### src/rtl/core/ntlv_pkg.sv
// ----------------------------------------------------------------------------
// ntlv_pkg
// Shared types and constants of the NDEF TLV record parser.
// ----------------------------------------------------------------------------
package ntlv_pkg;

  localparam logic [7:0] NDEF_TLV_TAG  = 8'h03;
  localparam logic [7:0] LONG_LEN_MARK = 8'hFF;
  localparam int         SR_FLAG_BIT   = 4;

  localparam int CFG_IDX_W  = 2;
  localparam int CFG_DATA_W = 16;
  localparam int OUT_DATA_W = 56;

  typedef enum logic [CFG_IDX_W-1:0] {
    REG_MESSAGE_LIMIT    = 2'd0,
    REG_URI_CAPACITY     = 2'd1,
    REG_PAYLOAD_CAPACITY = 2'd2
  } reg_idx_t;

  typedef enum logic [1:0] {
    KIND_HEADER  = 2'd0,
    KIND_URI     = 2'd1,
    KIND_PAYLOAD = 2'd2
  } kind_t;

  typedef enum logic [1:0] {
    ST_BUSY     = 2'd0,
    ST_DONE     = 2'd1,
    ST_NOT_NDEF = 2'd2,
    ST_TOO_LONG = 2'd3
  } status_t;

  typedef struct packed {
    logic [15:0] message_limit;
    logic [8:0]  uri_capacity;
    logic [15:0] payload_capacity;
  } cfg_t;

  typedef struct packed {
    logic [7:0] tag_byte;
    logic       first_byte;
  } item_t;

  typedef struct packed {
    logic [7:0]  out_byte;
    kind_t       byte_kind;
    status_t     status;
    logic [7:0]  type_length;
    logic [31:0] payload_length;
    logic        last;
  } result_t;

endpackage

### src/rtl/core/ndef_tlv_record_parser.sv
// ----------------------------------------------------------------------------
// ndef_tlv_record_parser
// NDEF TLV record parser: tags each tag-memory byte as header, URI or payload.
// ----------------------------------------------------------------------------
// Usage:
//   Feed tag user memory one byte per request on the in_ stream, with
//   in_tuser high on the TLV tag byte to restart the parser. Each input
//   request yields exactly one result request on the out_ stream carrying the
//   byte, its kind, the parse status and the record lengths read so far;
//   out_tlast marks the byte that ends parsing (done or error).
//   An accepted byte is held in the input register, then its result is
//   captured in the result register behind the combinational step.
//   Throughput is one byte per cycle while the receiver does not stall.
//   When the receiver stalls, the result register holds and the input
//   register takes one more request before in_tready drops.
//   Registers are written on the cfg_ channel (always ready); the user
//   must write them only while idle, as the block does not enforce it.
//   Reset clears both pipeline stages and returns the parser to idle with
//   the registers at their defaults (limit 1022, URI 64, payload 1024).
// ----------------------------------------------------------------------------
module ndef_tlv_record_parser
  import ntlv_pkg::*;
(
  input  logic                  clk,
  input  logic                  rst_n,
  // tdata: [7:0] tag_byte
  input  logic [7:0]            in_tdata,
  // tuser: [0] first_byte
  input  logic [0:0]            in_tuser,
  input  logic                  in_tvalid,
  output logic                  in_tready,
  // tdata: [7:0] out_byte, [9:8] status, [17:10] type_length,
  //        [49:18] payload_length, [55:50] zero
  output logic [OUT_DATA_W-1:0] out_tdata,
  // tuser: [1:0] byte_kind
  output logic [1:0]            out_tuser,
  output logic                  out_tlast,
  output logic                  out_tvalid,
  input  logic                  out_tready,
  input  logic                  cfg_valid,
  output logic                  cfg_ready,
  input  logic [CFG_IDX_W-1:0]  cfg_index,
  input  logic [CFG_DATA_W-1:0] cfg_data
);

  cfg_t    cfg;
  item_t   item_r,  item_nxt;
  logic    in_vld_r, in_vld_nxt;
  result_t res;
  result_t res_r,   res_nxt;
  logic    out_vld_r, out_vld_nxt;
  logic    advance;

  assign cfg_ready = 1'b1;

  ntlv_cfg_regs u_cfg (
    .clk      (clk),
    .rst_n    (rst_n),
    .wr_en    (cfg_valid),
    .wr_index (cfg_index),
    .wr_data  (cfg_data),
    .cfg      (cfg)
  );

  ntlv_parse_core u_core (
    .clk     (clk),
    .rst_n   (rst_n),
    .step_en (advance),
    .item    (item_r),
    .cfg     (cfg),
    .result  (res)
  );

  assign advance   = in_vld_r && (!out_vld_r || out_tready);
  assign in_tready = !in_vld_r || advance;

  always_comb begin
    item_nxt    = item_r;
    in_vld_nxt  = in_vld_r;
    res_nxt     = res_r;
    out_vld_nxt = out_vld_r;
    if (out_tready) out_vld_nxt = 1'b0;
    if (advance) begin
      res_nxt     = res;
      out_vld_nxt = 1'b1;
      in_vld_nxt  = 1'b0;
    end
    if (in_tvalid && in_tready) begin
      item_nxt.tag_byte   = in_tdata;
      item_nxt.first_byte = in_tuser[0];
      in_vld_nxt          = 1'b1;
    end
  end

  always_ff @(posedge clk) begin
    if (!rst_n) begin
      in_vld_r  <= 1'b0;
      out_vld_r <= 1'b0;
    end else begin
      in_vld_r  <= in_vld_nxt;
      out_vld_r <= out_vld_nxt;
    end
  end

  always_ff @(posedge clk) begin
    item_r <= item_nxt;
    res_r  <= res_nxt;
  end

  assign out_tvalid = out_vld_r;
  assign out_tlast  = res_r.last;
  assign out_tuser  = res_r.byte_kind;
  assign out_tdata  = {6'd0, res_r.payload_length, res_r.type_length,
                       res_r.status, res_r.out_byte};

  a_last_matches_status: assert property (@(posedge clk) disable iff (!rst_n)
    out_tvalid |-> (out_tlast == (out_tdata[9:8] != ST_BUSY)))
    else $error("tlast disagrees with status");

  a_data_kind_status: assert property (@(posedge clk) disable iff (!rst_n)
    (out_tvalid && out_tuser != KIND_HEADER) |->
      (out_tdata[9:8] == ST_BUSY || out_tdata[9:8] == ST_DONE))
    else $error("body byte carries an error status");

  a_stage_holds: assert property (@(posedge clk) disable iff (!rst_n)
    (in_vld_r && !advance) |=> (in_vld_r && $stable(item_r)))
    else $error("input stage lost a stalled request");

  a_ready_low_only_full: assert property (@(posedge clk) disable iff (!rst_n)
    !in_tready |-> (in_vld_r && out_vld_r && !out_tready))
    else $error("input stalled without a full pipeline");

endmodule

### src/rtl/core/ntlv_cfg_regs.sv
// ----------------------------------------------------------------------------
// ntlv_cfg_regs
// Configuration register file: message limit, URI and payload capacities.
// ----------------------------------------------------------------------------
module ntlv_cfg_regs
  import ntlv_pkg::*;
(
  input  logic                  clk,
  input  logic                  rst_n,
  input  logic                  wr_en,
  input  logic [CFG_IDX_W-1:0]  wr_index,
  input  logic [CFG_DATA_W-1:0] wr_data,
  output cfg_t                  cfg
);

  cfg_t cfg_r;
  cfg_t cfg_nxt;

  always_comb begin
    cfg_nxt = cfg_r;
    if (wr_en) begin
      unique case (reg_idx_t'(wr_index))
        REG_MESSAGE_LIMIT:    cfg_nxt.message_limit    = wr_data;
        REG_URI_CAPACITY:     cfg_nxt.uri_capacity     = wr_data[8:0];
        REG_PAYLOAD_CAPACITY: cfg_nxt.payload_capacity = wr_data;
        default:              cfg_nxt = cfg_r;
      endcase
    end
  end

  always_ff @(posedge clk) begin
    if (!rst_n) begin
      cfg_r.message_limit    <= 16'd1022;
      cfg_r.uri_capacity     <= 9'd64;
      cfg_r.payload_capacity <= 16'd1024;
    end else begin
      cfg_r <= cfg_nxt;
    end
  end

  assign cfg = cfg_r;

endmodule

### src/rtl/core/ntlv_parse_core.sv
// ----------------------------------------------------------------------------
// ntlv_parse_core
// Parser state and one-byte step: computes the result of the current request
// and advances the TLV/record state when enabled.
// ----------------------------------------------------------------------------
module ntlv_parse_core
  import ntlv_pkg::*;
(
  input  logic    clk,
  input  logic    rst_n,
  input  logic    step_en,
  input  item_t   item,
  input  cfg_t    cfg,
  output result_t result
);

  typedef enum logic [3:0] {
    PH_IDLE       = 4'd0,
    PH_TLV_LEN    = 4'd1,
    PH_TLV_HI     = 4'd2,
    PH_TLV_LO     = 4'd3,
    PH_FLAGS      = 4'd4,
    PH_TYPE_SHORT = 4'd5,
    PH_TYPE_LONG  = 4'd6,
    PH_PAY_SHORT  = 4'd7,
    PH_PAY_LONG   = 4'd8,
    PH_URI        = 4'd9,
    PH_PAYLOAD    = 4'd10
  } phase_t;

  phase_t      phase_r,     phase_nxt;
  logic [15:0] tlv_len_r,   tlv_len_nxt;
  logic [7:0]  type_len_r,  type_len_nxt;
  logic [31:0] pay_len_r,   pay_len_nxt;
  logic [31:0] remain_r,    remain_nxt;
  logic [1:0]  len_idx_r,   len_idx_nxt;

  kind_t       kind;
  status_t     status;
  logic [7:0]  b;
  logic [31:0] remain_dec;
  logic        uri_ok;
  logic        pay_ok;

  assign b          = item.tag_byte;
  assign remain_dec = remain_r - 32'd1;
  assign uri_ok     = {1'b0, type_len_r} < cfg.uri_capacity;
  assign pay_ok     = (pay_len_r[31:16] == 16'd0) && (pay_len_r[15:0] < cfg.payload_capacity);

  always_comb begin
    phase_nxt    = phase_r;
    tlv_len_nxt  = tlv_len_r;
    type_len_nxt = type_len_r;
    pay_len_nxt  = pay_len_r;
    remain_nxt   = remain_r;
    len_idx_nxt  = len_idx_r;
    kind         = KIND_HEADER;
    status       = ST_BUSY;

    if (item.first_byte) begin
      tlv_len_nxt  = 16'd0;
      type_len_nxt = 8'd0;
      pay_len_nxt  = 32'd0;
      remain_nxt   = 32'd0;
      len_idx_nxt  = 2'd0;
      if (b == NDEF_TLV_TAG) begin
        phase_nxt = PH_TLV_LEN;
      end else begin
        phase_nxt = PH_IDLE;
        status    = ST_NOT_NDEF;
      end
    end else begin
      unique case (phase_r)
        PH_IDLE: begin
          phase_nxt = PH_IDLE;
        end
        PH_TLV_LEN: begin
          if (b == LONG_LEN_MARK) begin
            phase_nxt = PH_TLV_HI;
          end else begin
            tlv_len_nxt = {8'd0, b};
          end
        end
        PH_TLV_HI: begin
          tlv_len_nxt = {b, 8'd0};
          phase_nxt   = PH_TLV_LO;
        end
        PH_TLV_LO: begin
          tlv_len_nxt = tlv_len_r | {8'd0, b};
        end
        PH_FLAGS: begin
          phase_nxt = b[SR_FLAG_BIT] ? PH_TYPE_SHORT : PH_TYPE_LONG;
        end
        PH_TYPE_SHORT, PH_TYPE_LONG: begin
          type_len_nxt = b;
          len_idx_nxt  = 2'd0;
          pay_len_nxt  = 32'd0;
          phase_nxt    = (phase_r == PH_TYPE_SHORT) ? PH_PAY_SHORT : PH_PAY_LONG;
        end
        PH_PAY_SHORT: begin
          pay_len_nxt = {24'd0, b};
        end
        PH_PAY_LONG: begin
          pay_len_nxt = {pay_len_r[23:0], b};
          len_idx_nxt = len_idx_r + 2'd1;
        end
        PH_URI: begin
          if (uri_ok) kind = KIND_URI;
          remain_nxt = remain_dec;
          if (remain_dec == 32'd0) begin
            if (pay_len_r != 32'd0) begin
              remain_nxt = pay_len_r;
              phase_nxt  = PH_PAYLOAD;
            end else begin
              phase_nxt = PH_IDLE;
              status    = ST_DONE;
            end
          end
        end
        PH_PAYLOAD: begin
          if (pay_ok) kind = KIND_PAYLOAD;
          remain_nxt = remain_dec;
          if (remain_dec == 32'd0) begin
            phase_nxt = PH_IDLE;
            status    = ST_DONE;
          end
        end
        default: begin
          phase_nxt = PH_IDLE;
        end
      endcase

      // TLV length check once the length is complete
      if ((phase_r == PH_TLV_LEN && b != LONG_LEN_MARK) || phase_r == PH_TLV_LO) begin
        if (tlv_len_nxt >= cfg.message_limit) begin
          phase_nxt = PH_IDLE;
          status    = ST_TOO_LONG;
        end else begin
          phase_nxt = PH_FLAGS;
        end
      end

      // enter the record body after the last length byte, or finish an empty record
      if (phase_r == PH_PAY_SHORT || (phase_r == PH_PAY_LONG && len_idx_r == 2'd3)) begin
        len_idx_nxt = 2'd0;
        if (type_len_r != 8'd0) begin
          remain_nxt = {24'd0, type_len_r};
          phase_nxt  = PH_URI;
        end else if (pay_len_nxt != 32'd0) begin
          remain_nxt = pay_len_nxt;
          phase_nxt  = PH_PAYLOAD;
        end else begin
          phase_nxt = PH_IDLE;
          status    = ST_DONE;
        end
      end
    end
  end

  always_ff @(posedge clk) begin
    if (!rst_n) begin
      phase_r    <= PH_IDLE;
      tlv_len_r  <= 16'd0;
      type_len_r <= 8'd0;
      pay_len_r  <= 32'd0;
      remain_r   <= 32'd0;
      len_idx_r  <= 2'd0;
    end else if (step_en) begin
      phase_r    <= phase_nxt;
      tlv_len_r  <= tlv_len_nxt;
      type_len_r <= type_len_nxt;
      pay_len_r  <= pay_len_nxt;
      remain_r   <= remain_nxt;
      len_idx_r  <= len_idx_nxt;
    end
  end

  assign result.out_byte       = b;
  assign result.byte_kind      = kind;
  assign result.status         = status;
  assign result.type_length    = type_len_nxt;
  assign result.payload_length = pay_len_nxt;
  assign result.last           = (status != ST_BUSY);

endmodule
### config.mk
export PLATFORM = sky130hd
export DESIGN_NAME = ndef_tlv_record_parser
export DESIGN_NICKNAME = d
export VERILOG_FILES = /design/src/rtl/core/ntlv_pkg.sv /design/src/rtl/core/ndef_tlv_record_parser.sv /design/src/rtl/core/ntlv_cfg_regs.sv /design/src/rtl/core/ntlv_parse_core.sv
export SDC_FILE = /design/constraint.sdc
export NUM_CORES = 1
export LEC_CHECK = 0
export BUFFER_PORTS_ARGS = -buffer_cell sky130_fd_sc_hd__buf_2
export CORE_ASPECT_RATIO = 1.5
export CORE_MARGIN = 2
export CORE_UTILIZATION = 56
export CTS_CLUSTER_DIAMETER = 40
export DETAILED_ROUTE_END_ITERATION = 7
export MAX_ROUTING_LAYER = met4
export PLACE_DENSITY = 0.75
export SLEW_MARGIN = 20
export SYNTH_ARGS = -nofsm -noshare
export SYNTH_HDL_FRONTEND = slang
export SYNTH_HIERARCHICAL = 1
export SYNTH_SLANG_ARGS = --single-unit
### constraint.sdc
create_clock -name clk -period 5.6 [get_ports clk]
set_input_delay 0 -clock clk [delete_from_list [all_inputs] [get_ports clk]]
set_output_delay 0 -clock clk [all_outputs]
set_load 0.02 [all_outputs]
Word level (Yosys, flattened, before mapping)

Cells that the tools add are included.

Flip-flop bits (word level): 199
Word-level logic and storage cells: 124

Add/subtract/negate cells: 2
Magnitude comparators: 3
Eq/ne operators: 20
Multiplexer cells: 51
Bitwise gates (word level): 1
Reduce and logical (&&, ||, !) cells: 28

Operators by type and width:

| kind                                                                  | count |
|---|---|
| 32-bit two-way mux                                                    | 8 |
| 32-bit one-hot mux with 3 select lines                                | 1 |
| 32-bit one-hot mux with 2 select lines                                | 1 |
| 32-bit nonzero test                                                   | 2 |
| 16-bit two-way mux                                                    | 3 |
| 16-bit one-hot mux with 3 select lines                                | 1 |
| 4-bit two-way mux                                                     | 10 |
| 32-bit zero test                                                      | 1 |
| 32-bit by 1-bit subtractor with 32-bit output, second input constant  | 1 |
| 4-bit one-hot mux with 7 select lines                                 | 1 |
| 2-bit two-way mux                                                     | 12 |
| 4-bit by 3-bit equality test with 1-bit output, second input constant | 4 |
| 16-bit >= comparator                                                  | 1 |
| 16-bit zero test                                                      | 1 |
| 16-bit less-than comparator                                           | 1 |
| 8-bit two-way mux                                                     | 2 |
| 16-bit by 8-bit OR with 16-bit output                                 | 1 |
| 4-bit equality test, second input constant                            | 3 |
| 2-bit one-hot mux with 2 select lines                                 | 3 |
| 5-bit by 2-bit != test with 1-bit output, second input constant       | 2 |
| 8-bit by 9-bit less-than comparator with 1-bit output                 | 1 |
| 4-bit by 2-bit equality test with 1-bit output, second input constant | 2 |
| 8-bit by 2-bit equality test with 1-bit output, second input constant | 1 |
| 8-bit equality test, second input constant                            | 1 |
| other kinds (20)                                                      | 41 |

Longest topological paths before layout

Gate-level depths: netlist of run 1.

Depth in word-level cells: 12
Mapped depth: 18
Mapped depth without buffers: 16

Modules after synthesis

The synthesis of run 1 kept the hierarchy.

By module, submodules not included:

| module                 | instances | cells an instance | area an instance (sq um) | sequential area each (sq um) |
|---|---|---|---|---|
| ntlv_parse_core        | 1         | 1,141             | 8,199.1                  | 1,881.8 |
| ndef_tlv_record_parser | 1         | 80                | 2,025.7                  | 1,901.8 |
| ntlv_cfg_regs          | 1         | 167               | 1,709.1                  | 820.8 |

Worst setup path before layout of run 1

No wires, ideal clock.

Kind: register to register
From: reg out_vld_r (netlist: out_tvalid)
To: reg u_core.remain_r[28]
Library setup time: 0.062 ns
Data arrival time: 4.491 ns
Setup slack: 1.047 ns
Cell stages (with the launch flop): 9
Buffers on the path: 1
Clock period less this slack: 4.553 ns
Cells stage by stage: dfxtp_1 -> nor2b_4 -> nor2b_1 -> clkbuf_1 -> nand2_1 -> nor2_1 -> nand2_1 -> or4_1 -> nand3_1

Cells in the longest elaborated chain, start to end: 3

Ends and longest elaborated chain:

| item                   | line                          | source |
|---|---|---|
| from (decl)            | ndef_tlv_record_parser.sv:51  | `logic out_vld_r, out_vld_nxt;` |
| from (signal assigned) | ndef_tlv_record_parser.sv:101 | `out_vld_r <= out_vld_nxt;` |
| 1-bit zero test        | ndef_tlv_record_parser.sv:74  | `assign advance = in_vld_r && (!out_vld_r \|\| out_tready);` |
| 1-bit logical OR       | ndef_tlv_record_parser.sv:74  |  |
| 1-bit logical AND      | ndef_tlv_record_parser.sv:74  |  |
| net advance            | ndef_tlv_record_parser.sv:52  | `logic advance;` |
| to (signal assigned)   | ntlv_parse_core.sv:173        | `remain_r <= remain_nxt;` |
| to (decl)              | ntlv_parse_core.sv:35         | `logic [31:0] remain_r, remain_nxt;` |

The timed path passes the listed nets, and every way through them passes these cells.
A chain may end at the register's enable or synchronous reset.

==> results of run 1 <==
kinds of logic after synthesis:
group,count (synthesis),share of synthesized area (%)
buffers and inverters,188,7.27
AND/OR/NAND/NOR,533,23.4
AO/OA/AOI/OAI,343,19.6
adder cells (fa/ha/maj),42,4.38
multiplexers,67,5.62
XOR/XNOR,14,1.03
other,2,0.0629
flip-flops,199,38.6
what timing repair did:
item,CTS,global route
gates resized for setup,0,0
hold endpoints to repair,52,0
endpoints found under the setup margin,0,0
hold buffers,34,0
routing by layer:
metal / GRT usage, % / routed length [um] / vias to the layer above
met5: - / 0 / -
met4: 29.6 / 3700 / 0
met3: 7.71 / 2530 / 225
met2: 57.5 / 19000 / 574
met1: 37.0 / 13500 / 5341
li1: - / - / 5146
report_power, final:
part           switching [mW]  internal, mW
combinational           0.153        0.0831
clock                   0.641         0.607
sequential             0.0231          1.52
Yosys cell counts, types with 12 or more instances:
library cell,instances,share of area [%]
sky130_fd_sc_hd__nand2_1,125,3.9
sky130_fd_sc_hd__clkbuf_1,62,2.0
sky130_fd_sc_hd__mux2i_1,67,5.6
sky130_fd_sc_hd__nor2_1,156,4.9
sky130_fd_sc_hd__a21o_1,29,1.8
sky130_fd_sc_hd__nor4_1,28,1.5
sky130_fd_sc_hd__a21oi_1,102,4.3
sky130_fd_sc_hd__nand4_1,23,1.2
sky130_fd_sc_hd__dfxtp_1,137,23
sky130_fd_sc_hd__inv_1,70,2.2
sky130_fd_sc_hd__nor3_1,55,2.3
sky130_fd_sc_hd__and2_1,13,0.68
sky130_fd_sc_hd__buf_4,19,1.2
sky130_fd_sc_hd__a21boi_0,12,0.75
sky130_fd_sc_hd__o21ai_0,32,1.3
sky130_fd_sc_hd__ha_1,41,4.3
sky130_fd_sc_hd__nand2b_1,17,0.89
sky130_fd_sc_hd__o211ai_1,13,0.82
sky130_fd_sc_hd__nand3_1,24,1.0
sky130_fd_sc_hd__edfxtp_1,62,16
sky130_fd_sc_hd__buf_2,14,0.59
sky130_fd_sc_hd__a22oi_1,23,1.4
final timing paths:
kind	start	end	slack [ps]	cells past startpoint
setup / recovery	u_core/phase_r[2]	out_tlast	870	15
setup reg to reg	u_core/phase_r[2]	out_tlast	870	15
hold reg to reg	u_cfg/cfg[12]	u_cfg/cfg[12]	460	2
hold / removal	cfg_valid	u_cfg/cfg[10]	30	3
registers in the layout (all words and copies together) (netlist names):
signal,flops
u_core/phase_r,4
u_core/type_len_r,8
out_tvalid,1
out_tlast,1
item_r,9
out_tuser,2
u_cfg/cfg,41
in_vld_r,1
u_core/pay_len_r,32
u_core/remain_r,32
out_tdata,50
u_core/tlv_len_r,16
u_core/len_idx_r,2
tightest hold or removal path: stages:
cell	delay, ps
sky130_fd_sc_hd__buf_2	200
sky130_fd_sc_hd__nand4b_1	130
sky130_fd_sc_hd__o211ai_1	80
stage by stage:
stage | util, % | setup slack (ps) | hold WS (ps) | power [mW]
6_report | 63.2 | 873 | 26.9 | 3.02
5_1_grt | 63.2 | 539 | 31.1 | 3.10
4_1_cts | 63.1 | 742 | 14.0 | 3.02
3_5_place_dp | 58.7 | 758 | 179 | 1.79
3_3_place_gp | 58.7 | 870 | 179 | 1.78
2_1_floorplan | - | 1050 | 98.9 | 1.72
final cells by class:
type	count	area, um^2
diodes	1	2.50
clock inverters	14	171
inverters	72	270
fillers	1826	7730
well taps	268	335
clock buffers	18	429
flip-flops and latches	199	4610
repair buffers	143	943
multi-input cells	1006	6490
==> impl_metrics.toml, run 1 <==
[power_and_ir_drop]
static_power_due_to_leakage_nw = 5.35
p_per_area_nw_per_um2 = 228
peakVddDrop_v = 0.000197

[finish]
final_design_area_excluding_fillers_um2 = 13300
drive_gt1_share_pct = 11.8
num-nets-final = 1512
leading_cell_types_in_the_layout_fill_and_taps_excluded = "sky130_fd_sc_hd__nor2_1, sky130_fd_sc_hd__dfxtp_1, sky130_fd_sc_hd__nand2_1"
most_frequent_standard_cell_in_the_layout_excluding_fill_and_tap_cells = "sky130_fd_sc_hd__nor2_1"
number_of_standard_cells_in_the_final_layout_excluding_fillers = 1721
areaGrowthSynthToFinish_pct = 11.0

[timing]
finalHoldViolCount = 0
finalMaxSlewViolations = 0
final_period_minus_worst_setup_slack_ps = 4730
clock_skew_ps = 18.2
worst_pin_slew_ps = 1260
fin_setup_tns_ps = 0
rsz0062_at_grt = "false"
layout_worst_path_cycle_share_pct = 84.4
setup_viol_count_final = 0
worst_max_slew_margin_expressed_relative_to_the_limit_pct = 14.8
maximum_achievable_frequency_mhz = 212

[job]
maxCapViolations = 0

[critical_path]
cp.required_ps = 5780
crit_family = "compound AO/OA/AOI/OAI gates"
crit_chain = "nor3_1 > o21ai_1 > o21ai_1 > a32oi_1 > ha_1 > nand2b_1 > a21o_1 > a21o_1 > a211o_1 > a21oi_1 > o21ai_0 > a21oi_1 > nor2_1 > a221oi_1 > o21bai_1"
critPathSlowestCell = "sky130_fd_sc_hd__nor3_1"
end_kind = "register"
kind_of_critical_path = "reg -> reg"
cp-start-kind = "register"
worstPathArrival_ps = 4900
timing.critical_path.buf_inv = 0
largest_stage_delay_worst_path_ps = 770
critPathMaxFanout = 18

[placement]
placed_cells_incl_taps = 1654
dp.final_hpwl_um = 27400
placed_cell_area_um2 = 12300
gp_routability_congestion = 0.980
numPortBuffers = 86

[drt]
finalWirelength_um = 38700
route.detailed.vias_per_inst = 6.56
remaining_antenna_violation_count_after_routing = 0
detailroute.via_count = 11300
drt-wirelength-per-cell_um = 22.5
dr.first_iter.drc_count = 1318
drt_drc_violations_left = 0
detailed_routing_iteration_count_for_the_pre_antenna_repair_pass = 6

[floorplan]
i_o_pins = 94
num_rows = 65
floorplan.die.height_um = 183
core_region_area_um2 = 21000
die_area_um2 = 22500
initial_core_util_pct = 56.9
die_width_um = 123

[logic_synthesis]
synthCells = 1388
synthArstFlopShare_pct = 0
synth_area_um2 = 11900
sequential_to_total_area_share_from_yosys_stat_pct = 38.6
synth_cell_type_count = 93
postSynthAreaPerCell_um2 = 8.60
yosysWarningCount = 6
synth-main-ff-cell = "sky130_fd_sc_hd__dfxtp_1"
number_of_synthesized_register_bits = 199
edff_count_synth = 62

[cts]
cts.repair_timing.setup_buffer_count = 0
cts.reportedPaths.clkPinSlew_ps = 80
tritoncts_buffers = 17
tritoncts_clock_tree = "yes"
cts_buffer_depth = 2
clockRootBuffer = "sky130_fd_sc_hd__clkbuf_16"
cts_max_level = 4
cts.sink_count = 199
worstSkewPairLatency_ps = 440

[grt]
grt_pass1_vias = 10800
grt_pass1_wl_um = 59700
antenna_found_initial = 1
grt.total_usage_pct = 35.9
globalRoute.totalOverflow = 0
largest_net_degree_at_the_start_of_global_routing = 79

[worst_hold_path]
classification_of_the_worst_slack_hold_path = "in -> reg"

[status]
run_status = "finished, final reports clean"
(Power assumes the default switching activity.)
==> inputs of run 2 (changes only) <==
clock period = 4.7 ns   (was 5.6 ns; I/O delays follow)
==> run 2 against run 1 <==
  * Final area grew 0.42%
  * Flip-flop and latch count is the same
  * Worst setup slack lost 230 ps
  * Cell count grew 0.29%
  * Maximum frequency grew 17%
  * Critical path type unchanged
==> impl_metrics.toml, run 2 (synthesis results as in run 1) <==
[status]
run_status = "finished, final reports clean"

[worst_hold_path]
classification_of_the_worst_slack_hold_path = "in -> reg"
hold_depth = 3
hold_path_startpoint = "cfg_index[1]"
holdPathEnd = "u_cfg/cfg[10]"

[power_and_ir_drop]
p_per_area_nw_per_um2 = 276
peakVddDrop_v = 0.000286
static_power_due_to_leakage_nw = 5.40

[grt]
largest_net_degree_at_the_start_of_global_routing = 98
antenna_found_initial = 0
grt_pass1_vias = 10900
globalRoute.totalOverflow = 0
grt_pass1_wl_um = 59100
grt.total_usage_pct = 35.7

[timing]
clock_skew_ps = 11.3
worst_pin_slew_ps = 1110
maximum_achievable_frequency_mhz = 247
fin_setup_tns_ps = 0
finalMaxSlewViolations = 0
worst_max_slew_margin_expressed_relative_to_the_limit_pct = 25.7
rsz0062_at_grt = "false"
layout_worst_path_cycle_share_pct = 86.2
final_period_minus_worst_setup_slack_ps = 4050
finalHoldViolCount = 0
setup_viol_count_final = 0

[drt]
finalWirelength_um = 38700
dr.first_iter.drc_count = 1338
drt-wirelength-per-cell_um = 22.4
route.detailed.vias_per_inst = 6.55
remaining_antenna_violation_count_after_routing = 0
drt_drc_violations_left = 0
detailroute.via_count = 11300
detailed_routing_iteration_count_for_the_pre_antenna_repair_pass = 7

[floorplan]
i_o_pins = 94
die_width_um = 123
core_region_area_um2 = 21000
num_rows = 65
initial_core_util_pct = 56.9
die_area_um2 = 22500
floorplan.die.height_um = 183

[cts]
clockRootBuffer = "sky130_fd_sc_hd__clkbuf_16"
cts_max_level = 4
cts.sink_count = 199
worstSkewPairLatency_ps = 450
cts_buffer_depth = 2
post_cts_resized = 0
tritoncts_clock_tree = "yes"
tritoncts_buffers = 17
cts.reportedPaths.clkPinSlew_ps = 80

[finish]
largest_register_ffs = 50
diodes = 0
num-nets-final = 1518
layout.core_utilization_pct = 63.4
number_of_standard_cells_in_the_final_layout_excluding_fillers = 1726
leading_cell_types_in_the_layout_fill_and_taps_excluded = "sky130_fd_sc_hd__nor2_1, sky130_fd_sc_hd__dfxtp_1, sky130_fd_sc_hd__nand2_1"
most_frequent_standard_cell_in_the_layout_excluding_fill_and_tap_cells = "sky130_fd_sc_hd__nor2_1"
drive_gt1_share_pct = 12.6
filler_cell_count = 1816
areaGrowthSynthToFinish_pct = 11.5

[critical_path]
cp-start-kind = "register"
worstPathArrival_ps = 4430
worst-r2r-cell-count = 11
timing.rr.start = "u_core/remain_r[0]"
critPathMaxFanout = 9
reg2reg_setup_slack_ps = 650
crit-reg2reg-capture = "u_core/remain_r[12]"
kind_of_critical_path = "reg -> reg"
cp.required_ps = 5080
end_kind = "register"

[job]
maxCapViolations = 0

[placement]
gp_routability_congestion = 1.09
placed_cells_incl_taps = 1666
numPortBuffers = 86
dp.final_hpwl_um = 27400
run 2: changes by cell type in the layout (fill, tap and decap cells not counted), sizes merged:
cell,before,now
dlygate4sd3,34,28
clkinv,6,1
bufinv,0,2
buf,109,121
clkbuf,18,19
clkinvlp,1,3
diode,1,0
run 2: how the worst max path moves through the flow:
stage          slack, ps          startpoint             endpoint
6_report             650  u_core/remain_r[0]  u_core/remain_r[12]
5_1_grt              360   u_core/phase_r[1]            out_tlast
4_1_cts              740   u_core/phase_r[1]            out_tlast
3_5_place_dp         760   u_core/phase_r[1]            out_tlast
3_3_place_gp         830   u_core/phase_r[1]            out_tlast
2_1_floorplan        150          out_tvalid  u_core/remain_r[28]
run 2: report_power, final:
group | internal, mW | total, mW | switching [mW]
registers | 1.81 | 1.84 | 0.0291
clock network | 0.834 | 1.55 | 0.720
logic | 0.0977 | 0.277 | 0.179
total | 2.74 | 3.67 | 0.929
run 2: worst max-delay path, cell delays in order, from the launching register on:
cell	delay (ps)
sky130_fd_sc_hd__dfxtp_1	410
sky130_fd_sc_hd__nor4_4	510
sky130_fd_sc_hd__nand4_1	380
sky130_fd_sc_hd__or4_1	650
sky130_fd_sc_hd__xor2_1	320
sky130_fd_sc_hd__nand2_1	140
sky130_fd_sc_hd__nor4_4	450
sky130_fd_sc_hd__and3_1	470
sky130_fd_sc_hd__buf_4	220
sky130_fd_sc_hd__a21oi_1	60
sky130_fd_sc_hd__or2_1	220
sky130_fd_sc_hd__a21oi_1	120
run 2: final cells by class:
type                    instances  area, um^2  area share [%]
clock buffers                  19         454            3.41
clock inverters                13         160            1.20
inverters                      72         270            2.03
multi-input cells            1006        6500            48.8
flip-flops and latches        199        4610            34.6
well taps                     268         335            2.52
repair buffers                149         986            7.41
run 2: stage by stage:
stage,power (mW),area [um^2],setup WS (ps),hold WS [ps]
finish,3.67,13300,646,18.9
global route,3.75,13300,359,40.0
CTS,3.67,13300,739,13.8
detailed placement,2.13,12400,764,178
global placement,2.12,12400,831,178
floorplan,2.05,12000,147,98.9
run 2: metal layers:
layer / vias up / track usage (%) / share of wire, %
met4: 0 / 29.8 / 10
li1: 5175 / - / -
met1: 5273 / 36.4 / 34
met5: - / - / 0
met2: 614 / 58.2 / 49
met3: 245 / 6.87 / 7.2
run 2: timing repair:
| item | 4_1_cts | 5_1_grt |
|---|---|---|
| endpoints found under the hold margin | 52 | 0 |
| hold buffers | 28 | 0 |
| buffers inserted | 0 | 0 |
==> inputs of run 3 (changes only) <==
RECOVER_POWER = 25   (was not set)
SKIP_CTS_REPAIR_TIMING = 1   (was not set)
==> run 3 against run 2 <==
  * The run now ends with capacitance limit, slew limit left
  * Worst hold slack worse by 8.5 ps
  * Clock power hardly changed
  * Critical path depth is 7 higher
  * Global-route usage is 0.50 points lower
  * Highest routed layer unchanged
  * Flip-flop and latch count stayed put
  * Power hardly changed
  * Worst setup slack worse by 1.6 ps
  * Sequential power hardly changed
  * Clock-buffer cell count stayed put
  * Sequential share of layout area is 0.12 points higher
  * Critical endpoint is now out_tlast
==> impl_metrics.toml, run 3 (synthesis results as in run 1) <==
[status]
run_status = "finished with violations"
failing_checks = "capacitance limit, slew limit"

[drt]
drt_drc_violations_left = 0
remaining_antenna_violation_count_after_routing = 0
drt-wirelength-per-cell_um = 22.5
detailroute.via_count = 11300
finalWirelength_um = 38800
detailed_routing_iteration_count_for_the_pre_antenna_repair_pass = 8
dr.first_iter.drc_count = 1321
route.detailed.vias_per_inst = 6.53

[power_and_ir_drop]
p_per_area_nw_per_um2 = 276
peakVddDrop_v = 0.000287
static_power_due_to_leakage_nw = 5.31

[timing]
setup_viol_count_final = 0
fin_setup_tns_ps = 0
layout_worst_path_cycle_share_pct = 86.3
worst_pin_slew_ps = 3090
finalMaxSlewViolations = 72
worst_max_slew_margin_expressed_relative_to_the_limit_pct = -106
maximum_achievable_frequency_mhz = 247
clock_skew_ps = 16.8
rsz0062_at_grt = "false"
finalHoldWorstSlack_ps = 10.3
final_period_minus_worst_setup_slack_ps = 4060
fin_ws_ps = 645
finalHoldViolCount = 0

[grt]
grt_pass1_wl_um = 58400
grt_pass1_vias = 10700
grt.total_usage_pct = 35.2
antenna_found_initial = 0
globalRoute.totalOverflow = 0
largest_net_degree_at_the_start_of_global_routing = 98

[critical_path]
cp.required_ps = 4890
end_kind = "register"
cp-start-kind = "register"
kind_of_critical_path = "reg -> reg"
critPathMaxFanout = 17
timing.rr.start = "u_core/phase_r[1]"
critPathLaunch = "u_core/phase_r[1]"
worstPathArrival_ps = 4240

[floorplan]
floorplan.die.height_um = 183
i_o_pins = 94
die_area_um2 = 22500
num_rows = 65
initial_core_util_pct = 56.9
core_region_area_um2 = 21000
die_width_um = 123

[finish]
drive_gt1_share_pct = 10.4
most_frequent_standard_cell_in_the_layout_excluding_fill_and_tap_cells = "sky130_fd_sc_hd__nor2_1"
diodes = 0
layout.core_utilization_pct = 63.2
areaGrowthSynthToFinish_pct = 11.1
num-nets-final = 1518
largest_register_ffs = 50
leading_cell_types_in_the_layout_fill_and_taps_excluded = "sky130_fd_sc_hd__nor2_1, sky130_fd_sc_hd__dfxtp_1, sky130_fd_sc_hd__nand2_1"

[worst_hold_path]
hold_path_startpoint = "cfg_index[1]"
classification_of_the_worst_slack_hold_path = "in -> reg"

[placement]
gp_routability_congestion = 1.09
dp.final_hpwl_um = 27400
pre_cts_ws_ps = 764
numPortBuffers = 86

[cts]
tritoncts_buffers = 17
cts_buffer_depth = 2
worstSkewPairLatency_ps = 450
tritoncts_clock_tree = "yes"
clockRootBuffer = "sky130_fd_sc_hd__clkbuf_16"
cts.reportedPaths.clkPinSlew_ps = 80
cts_max_level = 4
cts.sink_count = 199

[job]
maxCapViolations = 1
-- run 3: path summary, 6_finish.rpt --
kind | endpoint | slack [ps] | depth (start not counted)
setup / recovery | out_tlast | 640 | 18
setup reg to reg | out_tlast | 640 | 18
hold / removal | u_cfg/cfg[10] | 10 | 3
hold reg to reg | u_cfg/cfg[13] | 460 | 2
-- run 3: cell type report --
cell class,count,area [um^2]
inverter,72,270
tap,268,335
sequential,199,4610
timing repair buffer,149,941
fill,1836,7720
clock inverter,13,160
clock buffer,19,454
multi-input combinational,1006,6500
-- run 3: report_power, final --
part	total, mW	internal, mW	leakage (nW)	switching [mW]
logic	0.274	0.0951	3.31	0.179
registers	1.84	1.81	1.71	0.0296
clock network	1.55	0.834	0.293	0.718
-- run 3: metal layers --
layer	routed length, um	track usage [%]	vias up
li1	-	-	5166
met1	13200	36.1	5220
met4	3970	28.8	0
met3	2750	6.97	246
met5	0	-	-
met2	18900	57.2	640
-- run 3: critical path: stages (launching register included) --
cell and delay [ps]:
sky130_fd_sc_hd__dfxtp_1 480, sky130_fd_sc_hd__buf_4 280, sky130_fd_sc_hd__nor3_1 80, sky130_fd_sc_hd__buf_4 190, sky130_fd_sc_hd__o21ai_0 80, sky130_fd_sc_hd__buf_4 200, sky130_fd_sc_hd__o21ai_1 230, sky130_fd_sc_hd__a32oi_1 310
sky130_fd_sc_hd__ha_1 280, sky130_fd_sc_hd__nand2b_1 140, sky130_fd_sc_hd__a21o_1 170, sky130_fd_sc_hd__a21o_1 170, sky130_fd_sc_hd__a211o_1 280, sky130_fd_sc_hd__a21oi_1 110, sky130_fd_sc_hd__o21ai_0 120, sky130_fd_sc_hd__a21oi_1 190
sky130_fd_sc_hd__nor2_1 100, sky130_fd_sc_hd__a221oi_1 290, sky130_fd_sc_hd__o21bai_1 100
-- run 3: metrics by stage --
step                area (um^2)  power, mW  cells
floorplan                 12000       2.05   1393
global placement          12400       2.12   1666
detailed placement        12400       2.13   1666
CTS                       13000       3.65   1698
global route              13300       3.76   1726
finish                    13300       3.66   1726
